--- src/sv/assert_macros.svh ---
// assertion macros shared by the warp block rtl
// no dependencies; compiled out when ASSERT_OFF is defined
`ifndef ASSERT_MACROS_SVH
`define ASSERT_MACROS_SVH

`ifndef ASSERT_OFF

`define DWT_ASSERT(lbl, clk, rst_n, prop) \
  lbl: assert property (@(posedge clk) disable iff (!rst_n) prop) \
    else $error("assertion failed");

`define DWT_ASSERT_NEVER(lbl, clk, rst_n, expr) \
  lbl: assert property (@(posedge clk) disable iff (!rst_n) !(expr)) \
    else $error("forbidden condition seen");

`else

`define DWT_ASSERT(lbl, clk, rst_n, prop)

`define DWT_ASSERT_NEVER(lbl, clk, rst_n, expr)

`endif

`endif

--- src/sv/dwt_ram.sv ---
// simple dual-port synchronous ram, one write and one registered read port
// no dependencies
`timescale 1ns / 1ps

module dwt_ram #(
  parameter int unsigned AddrBits = 8,
  parameter int unsigned DataBits = 8
) (
  input  logic                clk_i,
  input  logic                we_i,
  input  logic [AddrBits-1:0] waddr_i,
  input  logic [DataBits-1:0] wdata_i,
  input  logic                re_i,
  input  logic [AddrBits-1:0] raddr_i,
  output logic [DataBits-1:0] rdata_o
);

  localparam int unsigned Depth = 1 << AddrBits;

  logic [DataBits-1:0] mem [Depth];
  logic [DataBits-1:0] rdata_q;

  always_ff @(posedge clk_i) begin
    if (we_i) begin
      mem[waddr_i] <= wdata_i;
    end
  end

  always_ff @(posedge clk_i) begin
    if (re_i) begin
      rdata_q <= mem[raddr_i];
    end
  end

  assign rdata_o = rdata_q;

endmodule

--- config.mk ---
export PLATFORM = sky130hd
export DESIGN_NAME = dwt_ram
export DESIGN_NICKNAME = d
export VERILOG_FILES = /design/src/sv/assert_macros.svh /design/src/sv/dwt_ram.sv
export SDC_FILE = /design/constraint.sdc
export NUM_CORES = 2
export LEC_CHECK = 0
export ABC_AREA = 1
export BUFFER_PORTS_ARGS = -buffer_cell sky130_fd_sc_hd__buf_2
export CAP_MARGIN = 10
export CORE_ASPECT_RATIO = 1.1
export CORE_MARGIN = 4
export CORE_UTILIZATION = 57
export DETAILED_ROUTE_END_ITERATION = 16
export PLACE_DENSITY = 0.76
export SETUP_SLACK_MARGIN = 0.05
export SLEW_MARGIN = 10
export SYNTH_ARGS = -nofsm -noshare
export SYNTH_HDL_FRONTEND = slang
export SYNTH_SLANG_ARGS = --single-unit
--- constraint.sdc ---
create_clock -name clk_i -period 1.4 [get_ports clk_i]
set_input_delay 0.07 -clock clk_i [delete_from_list [all_inputs] [get_ports clk_i]]
set_output_delay 0.07 -clock clk_i [all_outputs]
set_load 0.05 [all_outputs]
==> results by group <==
Die
  • Die Ht: approximately 410 microns
  • Area of the core: around 150000 sq um
  • I/O pin cnt: 35
  • Die W: around 370 microns
  • FP Rows: 147
  • Initial Utilization: 57.31%
  • Die footprint: 152600 sq um

Worst setup path
  • CP max-delay cell: edfxtp_1
  • CP Capture Type: primary output
  • Cells along the critical path: buf_6
  • CP max stage delay: 0.66 ns
  • Bufs and invs on worst path: 1
  • Crit Path Max Fanout: 1
  • Crit path max-delay family: flip-flops
  • Arrival time at the worst endpoint: 1.73 ns
  • Critical path class: reg2out
  • Crit path required time: 1.33 ns
  • Crit path launch type: flop

Detailed routing
  • DR vias/cell: 6.271
  • DR iter-0 viols: roughly 9100
  • Avg WL per Cell: approximately 25 microns
  • 1st-pass router iterations: 7
  • Routed Antenna Nets: 0
  • WL final: 242.5 mm
  • DR DRC count: 0
  • Via count: 60080

Power
  • Pleak: 36.65 nW
  • Power per Cell Area: 1267 nW/um^2
  • VDD IR-drop max: about 1.1 mV

Hold path
  • Worst hold path class: in2reg

STA
  • Fin. Hold Viols: 0
  • Max Freq: 0.5541 GHz
  • RSZ-0062 raised after global routing: true
  • Final slew viol count: 0
  • Setup WS post-layout: -0.4046 ns
  • Fin crit share: 128.9%
  • Final setup violation count: 19
  • Worst Max-Slew Pin Slew: roughly 1.3 ns
  • Relative slew slack: 10.13%
  • Setup_tns: -3.922 ns
  • Minimum clock period: 1.805 ns
  • Clock skew: ~0.03 ns

Clock tree
  • CTS H-Tree Depth: 4
  • CTS tree: done
  • Clock Path Buffers: 3
  • Later-pin clock latency in the skew report: 0.84 ns
  • Root Buffer: clkbuf_16
  • CTS sink cnt: 2056
  • CTS clock-pin slew for the worst setup and hold paths: 0.06 ns
  • TritonCTS buffer count: between 150 and 200

Logic synthesis
  • Warnings from Yosys: 0
  • Synth Cell Area: 83480 sq um
  • Sequential share of the synthesized area: around 74%
  • Syn nets: 7030
  • Syn avg cell area: 11.92 sq um
  • Number of synthesized register bits: 2056
  • Post-Syn Instances: 7003
  • Cell variety after synth: 13

Final layout
  • Synth-to-Final Area Change: 22.41%
  • Post-Layout Cell Count: 9581
  • Layout cells sized above 1: 23.03%
  • Most frequent cells in the layout: 2071 x nand2_1, 2056 x edfxtp_1, 1413 x nand3_1
  • Fill cells: 8886
  • Leading cell type in the layout, fill and taps excluded: nand2_1
  • NumNets Final: 7506

Run status
  • Violations in the final reports: negative setup slack
  • Status: complete, but fails checks

GRT
  • Overall routing resource usage: about 30%
  • Initial antenna violation count: 5
  • Global-route wire length before repair: 356.5 mm
  • Vias in the first global route: 57530
  • Largest net degree at the start of global routing: 69
  • Gr ovfl total: 0

Placement
  • Routability cong.: 0.9702
  • Port Buffers: 34
  • Total instance count after detailed placement: 9204
  • DP HPWL: 147.3 mm

Flow run
  • Max cap viols: 0
==> worst paths after layout <==
kind | from | endpoint | slack (ns) | cells after the start
max | rdata_o[1] | rdata_o[1] | -0.40 | 1
min reg2reg | mem[250][7] | rdata_o[7] | 1.06 | 10
max reg2reg | mem[15][4] | rdata_o[4] | -0.26 | 10
min | waddr_i[7] | mem[89][0] | 0.05 | 6
==> where the power goes <==
group	switching, mW	total, mW	internal [mW]	leakage, nW
sequential	0.0911	67.9	67.8	18.5
combinational	7.25	10.5	3.29	15.2
clock	22.8	51.0	28.2	2.96
total	30.1	129	99.4	36.6
==> flip-flops by register name, indices dropped and copies added, names as in the netlist <==
register	cells
mem	2048
rdata_o	8
==> timing repair <==
action                                 4_1_cts  5_1_grt
endpoints found under the hold margin     2200        0
setup endpoints to repair                   16      903
pin swaps                                  224      196
setup buffers                                0        0
hold buffers                                19        0
resized for setup                          524      331
==> cell families after synthesis <==
family / Yosys count / share of synthesized area (%)
flops: 2056 / 73.96
simple gates: 4425 / 22.92
buf+inv: 522 / 3.116
==> cell type report <==
cell class	count	area, sq um	share of cell area (%)
clock buffers	234	4941	4.836
diodes	10	25.02	0.02449
flip-flops and latches	2056	61740	60.42
well taps	1937	2424	2.372
multi-input cells	4425	23470	22.97
repair buffers	766	8270	8.094
inverters	39	183.9	0.1800
clock inverters	114	1130	1.106
==> Yosys cell counts (all sizes together) <==
master / n / area, sq um
buf: 371 / 2032
clkbuf: 112 / 420.4
nor2: 283 / 1062
nand2: 2123 / 7969
nand3: 2019 / 10100
edfxtp: 2056 / 61740
inv: 39 / 148.9
==> through the flow <==
| step | total power, mW | instance area [sq um] | setup slack, ns | hold WS (ns) | utilization, % |
|---|---|---|---|---|---|
| final | 129.4 | 102200 | -0.4046 | 0.05202 | 70.15 |
| after global routing | 132.8 | 102200 | -0.4515 | 0.06554 | 70.13 |
| after CTS | 129.0 | 100600 | -0.4230 | -0.0003219 | 69.09 |
| after detailed placement | 78.04 | 91670 | -1.010 | 0.4616 | 62.93 |
| after global placement | 77.84 | 91670 | -1.005 | 0.4649 | 62.93 |
| after floorplan | 73.68 | 84210 | -0.04409 | 0.1689 | - |
==> metal layers <==
metal,GRT usage [%],vias up,share of wire [%]
met5,0,-,0
met4,17.17,0,6.3
met3,7.548,835,12
met2,48.59,4372,47
met1,39.74,29000,34
li1,-,25880,-
Power figures use the tool's default switching activity.
