`src/sv/assert_macros.svh`:
```
// assertion macros shared by the warp block rtl
// no dependencies; compiled out when ASSERT_OFF is defined
`ifndef ASSERT_MACROS_SVH
`define ASSERT_MACROS_SVH

`ifndef ASSERT_OFF

`define DWT_ASSERT(lbl, clk, rst_n, prop) \
  lbl: assert property (@(posedge clk) disable iff (!rst_n) prop) \
    else $error("assertion failed");

`define DWT_ASSERT_NEVER(lbl, clk, rst_n, expr) \
  lbl: assert property (@(posedge clk) disable iff (!rst_n) !(expr)) \
    else $error("forbidden condition seen");

`else

`define DWT_ASSERT(lbl, clk, rst_n, prop)

`define DWT_ASSERT_NEVER(lbl, clk, rst_n, expr)

`endif

`endif

```
`src/sv/dwt_pkg.sv`:
```
// types, constants and coordinate helper for the displacement warp block
// no dependencies
`timescale 1ns / 1ps

package dwt_pkg;

  localparam int unsigned SideBits    = 8;
  localparam int unsigned ImgAddrBits = 2 * SideBits;
  localparam int unsigned TabAddrBits = 8;
  localparam int unsigned PixBits     = 8;
  localparam int unsigned FifoDepth   = 4;
  localparam int unsigned FifoPtrBits = $clog2(FifoDepth);
  localparam int unsigned FifoCntBits = $clog2(FifoDepth + 1);

  typedef enum logic [1:0] {
    OpLoadSource = 2'd0,
    OpLoadX      = 2'd1,
    OpLoadY      = 2'd2,
    OpWarp       = 2'd3
  } op_e;

  typedef struct packed {
    op_e        operation;
    logic [7:0] col;
    logic [7:0] row;
    logic [7:0] data;
    logic [7:0] disp_x_sample;
    logic [7:0] disp_y_sample;
  } in_item_t;

  typedef struct packed {
    logic [7:0] pixel;
    logic [7:0] out_col;
    logic [7:0] out_row;
  } out_item_t;

  typedef struct packed {
    logic [FifoCntBits-1:0] count;
    logic                   full;
  } fifo_status_t;

  // add a signed 8-bit offset to a coordinate, wrapped to the image side
  function automatic logic [SideBits-1:0] wrap_add(input logic [7:0] coord,
                                                   input logic [7:0] off);
    logic [SideBits-1:0] c;
    logic [SideBits-1:0] o;
    c = SideBits'(coord);
    o = SideBits'($signed(off));
    return c + o;
  endfunction

endpackage

```
`src/sv/dwt_out_fifo.sv`:
```
// small result queue between the warp pipeline and the output channel
// depends on dwt_pkg
`timescale 1ns / 1ps

module dwt_out_fifo (
  input  logic                   clk_i,
  input  logic                   rst_ni,
  input  logic                   push_i,
  input  dwt_pkg::out_item_t     push_item_i,
  output logic                   out_valid_o,
  input  logic                   out_ready_i,
  output dwt_pkg::out_item_t     out_item_o,
  output dwt_pkg::fifo_status_t  status_o
);

  dwt_pkg::out_item_t mem [dwt_pkg::FifoDepth];

  logic [dwt_pkg::FifoPtrBits-1:0] wr_ptr_q, wr_ptr_d;
  logic [dwt_pkg::FifoPtrBits-1:0] rd_ptr_q, rd_ptr_d;
  logic [dwt_pkg::FifoCntBits-1:0] count_q, count_d;
  logic                            pop;

  assign out_valid_o = (count_q != '0);
  assign pop         = out_valid_o && out_ready_i;
  assign out_item_o  = mem[rd_ptr_q];

  always_comb begin
    wr_ptr_d = push_i ? wr_ptr_q + 1'b1 : wr_ptr_q;
    rd_ptr_d = pop ? rd_ptr_q + 1'b1 : rd_ptr_q;
    count_d  = count_q;
    case ({push_i, pop})
      2'b10:   count_d = count_q + 1'b1;
      2'b01:   count_d = count_q - 1'b1;
      default: count_d = count_q;
    endcase
  end

  always_ff @(posedge clk_i or negedge rst_ni) begin
    if (!rst_ni) begin
      wr_ptr_q <= '0;
      rd_ptr_q <= '0;
      count_q  <= '0;
    end else begin
      wr_ptr_q <= wr_ptr_d;
      rd_ptr_q <= rd_ptr_d;
      count_q  <= count_d;
    end
  end

  always_ff @(posedge clk_i) begin
    if (push_i) begin
      mem[wr_ptr_q] <= push_item_i;
    end
  end

  assign status_o.count = count_q;
  assign status_o.full  = (count_q == dwt_pkg::FifoCntBits'(dwt_pkg::FifoDepth));

endmodule
```
`config.mk`:
```
export PLATFORM = sky130hd
export DESIGN_NAME = dwt_out_fifo
export DESIGN_NICKNAME = d
export VERILOG_FILES = /design/src/sv/assert_macros.svh /design/src/sv/dwt_pkg.sv /design/src/sv/dwt_out_fifo.sv
export SDC_FILE = /design/constraint.sdc
export NUM_CORES = 1
export LEC_CHECK = 0
export BUFFER_PORTS_ARGS = -buffer_cell sky130_fd_sc_hd__buf_2
export CAP_MARGIN = 5
export CORE_AREA = 2 2 118 120
export DETAILED_ROUTE_END_ITERATION = 7
export DIE_AREA = 0 0 120 122
export GPL_TIMING_DRIVEN = 0
export PLACE_DENSITY = 0.45
export SYNTH_ARGS = -nofsm -noshare
export SYNTH_HDL_FRONTEND = slang
export SYNTH_SLANG_ARGS = --single-unit
```
`constraint.sdc`:
```
create_clock -name clk_i -period 1.7 [get_ports clk_i]
set_input_delay 0.255 -clock clk_i [delete_from_list [all_inputs] [get_ports clk_i]]
set_output_delay 0.255 -clock clk_i [all_outputs]
set_load 0.005 [all_outputs]
```
==> impl_metrics.yaml <==
pwr:
  p_per_area_nw_per_um2: 1680
  power_mw: 8.24
  p_leak_nw: 1.75
  vdd_drop_max_uv: 703
critical_path:
  crit_family: "multiplexers"
  crit_required_ns: 1.44
  cpMaxStageDelayCell: "mux4_2"
  crit_chain: "buf_6 > buf_12 > mux4_2 > buf_2"
  max_stage_delay_ns: 0.52
  crit_buf_inv: 3
  cp-start-kind: "flip-flop"
  cp_max_fo: 9
  crit_type: "reg -> out"
  worst_ep_arrival_time_ns: 1.65
  endpoint_kind: "primary output"
route:
  wl_um: 7360
  drc: 0
  vias_per_cell: 4.26
  vias: 1825
  wl_per_cell_um: 17.2
  dr.first_iter.drc_count: 82
  first_pass_iters: 4
  drtAntennaViolNets: 0
floorplan:
  die_h_um: 122
  die_area_um2: 14600
  ioPinCount: 57
  num_rows: 43
  start_util: 0.290
  core_area_um2: 13500
  die_w_um: 120
global_routing:
  grt_pass1_vias: 1968
  grt_overflow: 0
  grtUsageTotal: 0.107
  antenna_found_initial: 0
  grt_pass1_wl_um: 11200
  grt_max_degree: 25
placement:
  port_buffers: 56
  dpl.hpwl_um: 4450
  gp_congestion: 0.666
  dp_cells: 401
  pre_cts_ws_ns: -0.110
  post_dp_cell_area_um2: 4480
final_layout:
  multi_input_area_um2: 768
  nets: 277
  layout.area.seq_um2: 3060
  antenna_cells: 0
  areaGrowthSynthToFinish_pct: 25.0
  mostFrequentLayoutCells: "edfxtp_1 (96), buf_2 (56), mux4_2 (22)"
  finalInstanceArea_um2: 4900
  stdcell_count: 428
  fillers: 1260
  drive_gt1_frac: 0.476
  final_common_cell: "edfxtp_1"
clock_network:
  clkTransAtPathRegs_ns: 0.07
  clk_latency_ns: 0.34
  numCtsBuffers: 9
  cts_tree: "done"
  cts_buffer_depth: 2
  htree_levels: 3
  cts_root_buf: "clkbuf_16"
  cts_sinks: 103
flow_run:
  maxCapViolCount: 0
timing:
  rsz0062_at_grt: "true"
  final-hold-violation-count: 0
  layout_setup_ws_ns: -0.204
  relSlewSlack: 0.725
  finalMaxSlewViolations: 0
  finClkSkew_ns: 0.00547
  finalCriticalPeriod_ns: 1.90
  fmax_ghz: 0.525
  post-route-period-util: 1.12
  worst_slew_pin_slew_ns: 0.413
  fin_setup_tns_ns: -4.19
  finalSetupViolCount: 24
outcome:
  status: "complete, but fails checks"
  violations: "negative setup slack"
yosys:
  synth_top_cell_by_area: "edfxtp_1"
  synthesis.nets: 197
  synth_top_area_share: 0.736
  yosys_warnings: 0
  synth_cell_types: 20
  yosysSeqAreaShare: 0.781
  ys_ff_latch: 103
  synthCells: 163
  syn_area_per_cell_um2: 24.0
  synth_area_um2: 3920
  ys_top_cells_by_area: "edfxtp_1 (74%), mux4_2 (10%), dfrtp_1 (4.5%)"
min_path:
  hold_path_class: "in -> reg"
Yosys cell counts, drive strengths merged:
cell and number:
and2 4, nand2 2, xor2 4, edfxtp 96, or3 1, and3 1, inv 6, mux2i 1
buf 6, fa 1, xnor2 2, dfrtp 7, o21ai 1, o31a 1, ha 5, nor2 1
mux4 24
final timing paths:
kind | from | end | slack, ns | cells past startpoint
worst max-delay path | rd_ptr_q[0] | out_item_o[21] | -0.20 | 4
worst min-delay path | push_item_i[15] | mem[2][15] | 0.13 | 1
worst max register to register | count_q[0] | count_q[2] | 0.02 | 7
worst min register to register | wr_ptr_q[0] | wr_ptr_q[0] | 0.54 | 1
max in group asynchronous | rst_ni | rd_ptr_q[0] | 1.26 | 2
min in group asynchronous | rst_ni | count_q[2] | 0.28 | 2
layer usage:
metal  global-route usage  vias up  part of all wire
li1                     -      826                 -
met1                0.133      942              0.44
met2                0.174       49              0.50
met3               0.0323        8             0.048
met4               0.0419        0             0.012
met5                    0        -                 0
stage by stage:
stage               utilization  hold WS (ns)
global placement          0.328         0.104
detailed placement        0.332         0.106
floorplan                     -       -0.0406
global route              0.363         0.123
finish                    0.363         0.131
CTS                       0.361         0.119
flip-flops by register name, summed over array words and instances (netlist names):
signal    count
count_q       3
mem          96
rd_ptr_q      2
wr_ptr_q      2
power by group:
part	internal, mW	switching, mW
Clock	1.23	0.895
Combinational	1.43	1.22
Sequential	3.34	0.132
repair_timing:
action / 4_1_cts / 5_1_grt
endpoints found under the setup margin: 41 / 90
resized for setup: 7 / 10
hold buffers: 1 / 0
buffers inserted: 8 / 2
endpoints found under the hold margin: 7 / 0
pin swaps: 1 / 5
cell families after synthesis:
group	Yosys count	share of synthesized area
DFF	103	0.781
muxes	25	0.146
buffers and inverters	12	0.0227
and+or+nand+nor	9	0.0125
xor gates and xnor gates	6	0.0134
adders and majority gates	6	0.0211
AOI/OAI and AO/OA	2	0.00351
cell type report:
| cell class | count | area share |
|---|---|---|
| Buffer | 6 | 0.0166 |
| Clock buffer | 12 | 0.0524 |
| Clock inverter | 4 | 0.0107 |
| Inverter | 6 | 0.00460 |
| Multi-Input combinational cell | 48 | 0.157 |
| Sequential cell | 103 | 0.624 |
| Tap cell | 180 | 0.0460 |
| Timing Repair Buffer | 69 | 0.0884 |
Note: power is estimated with default switching activity, not from simulation.
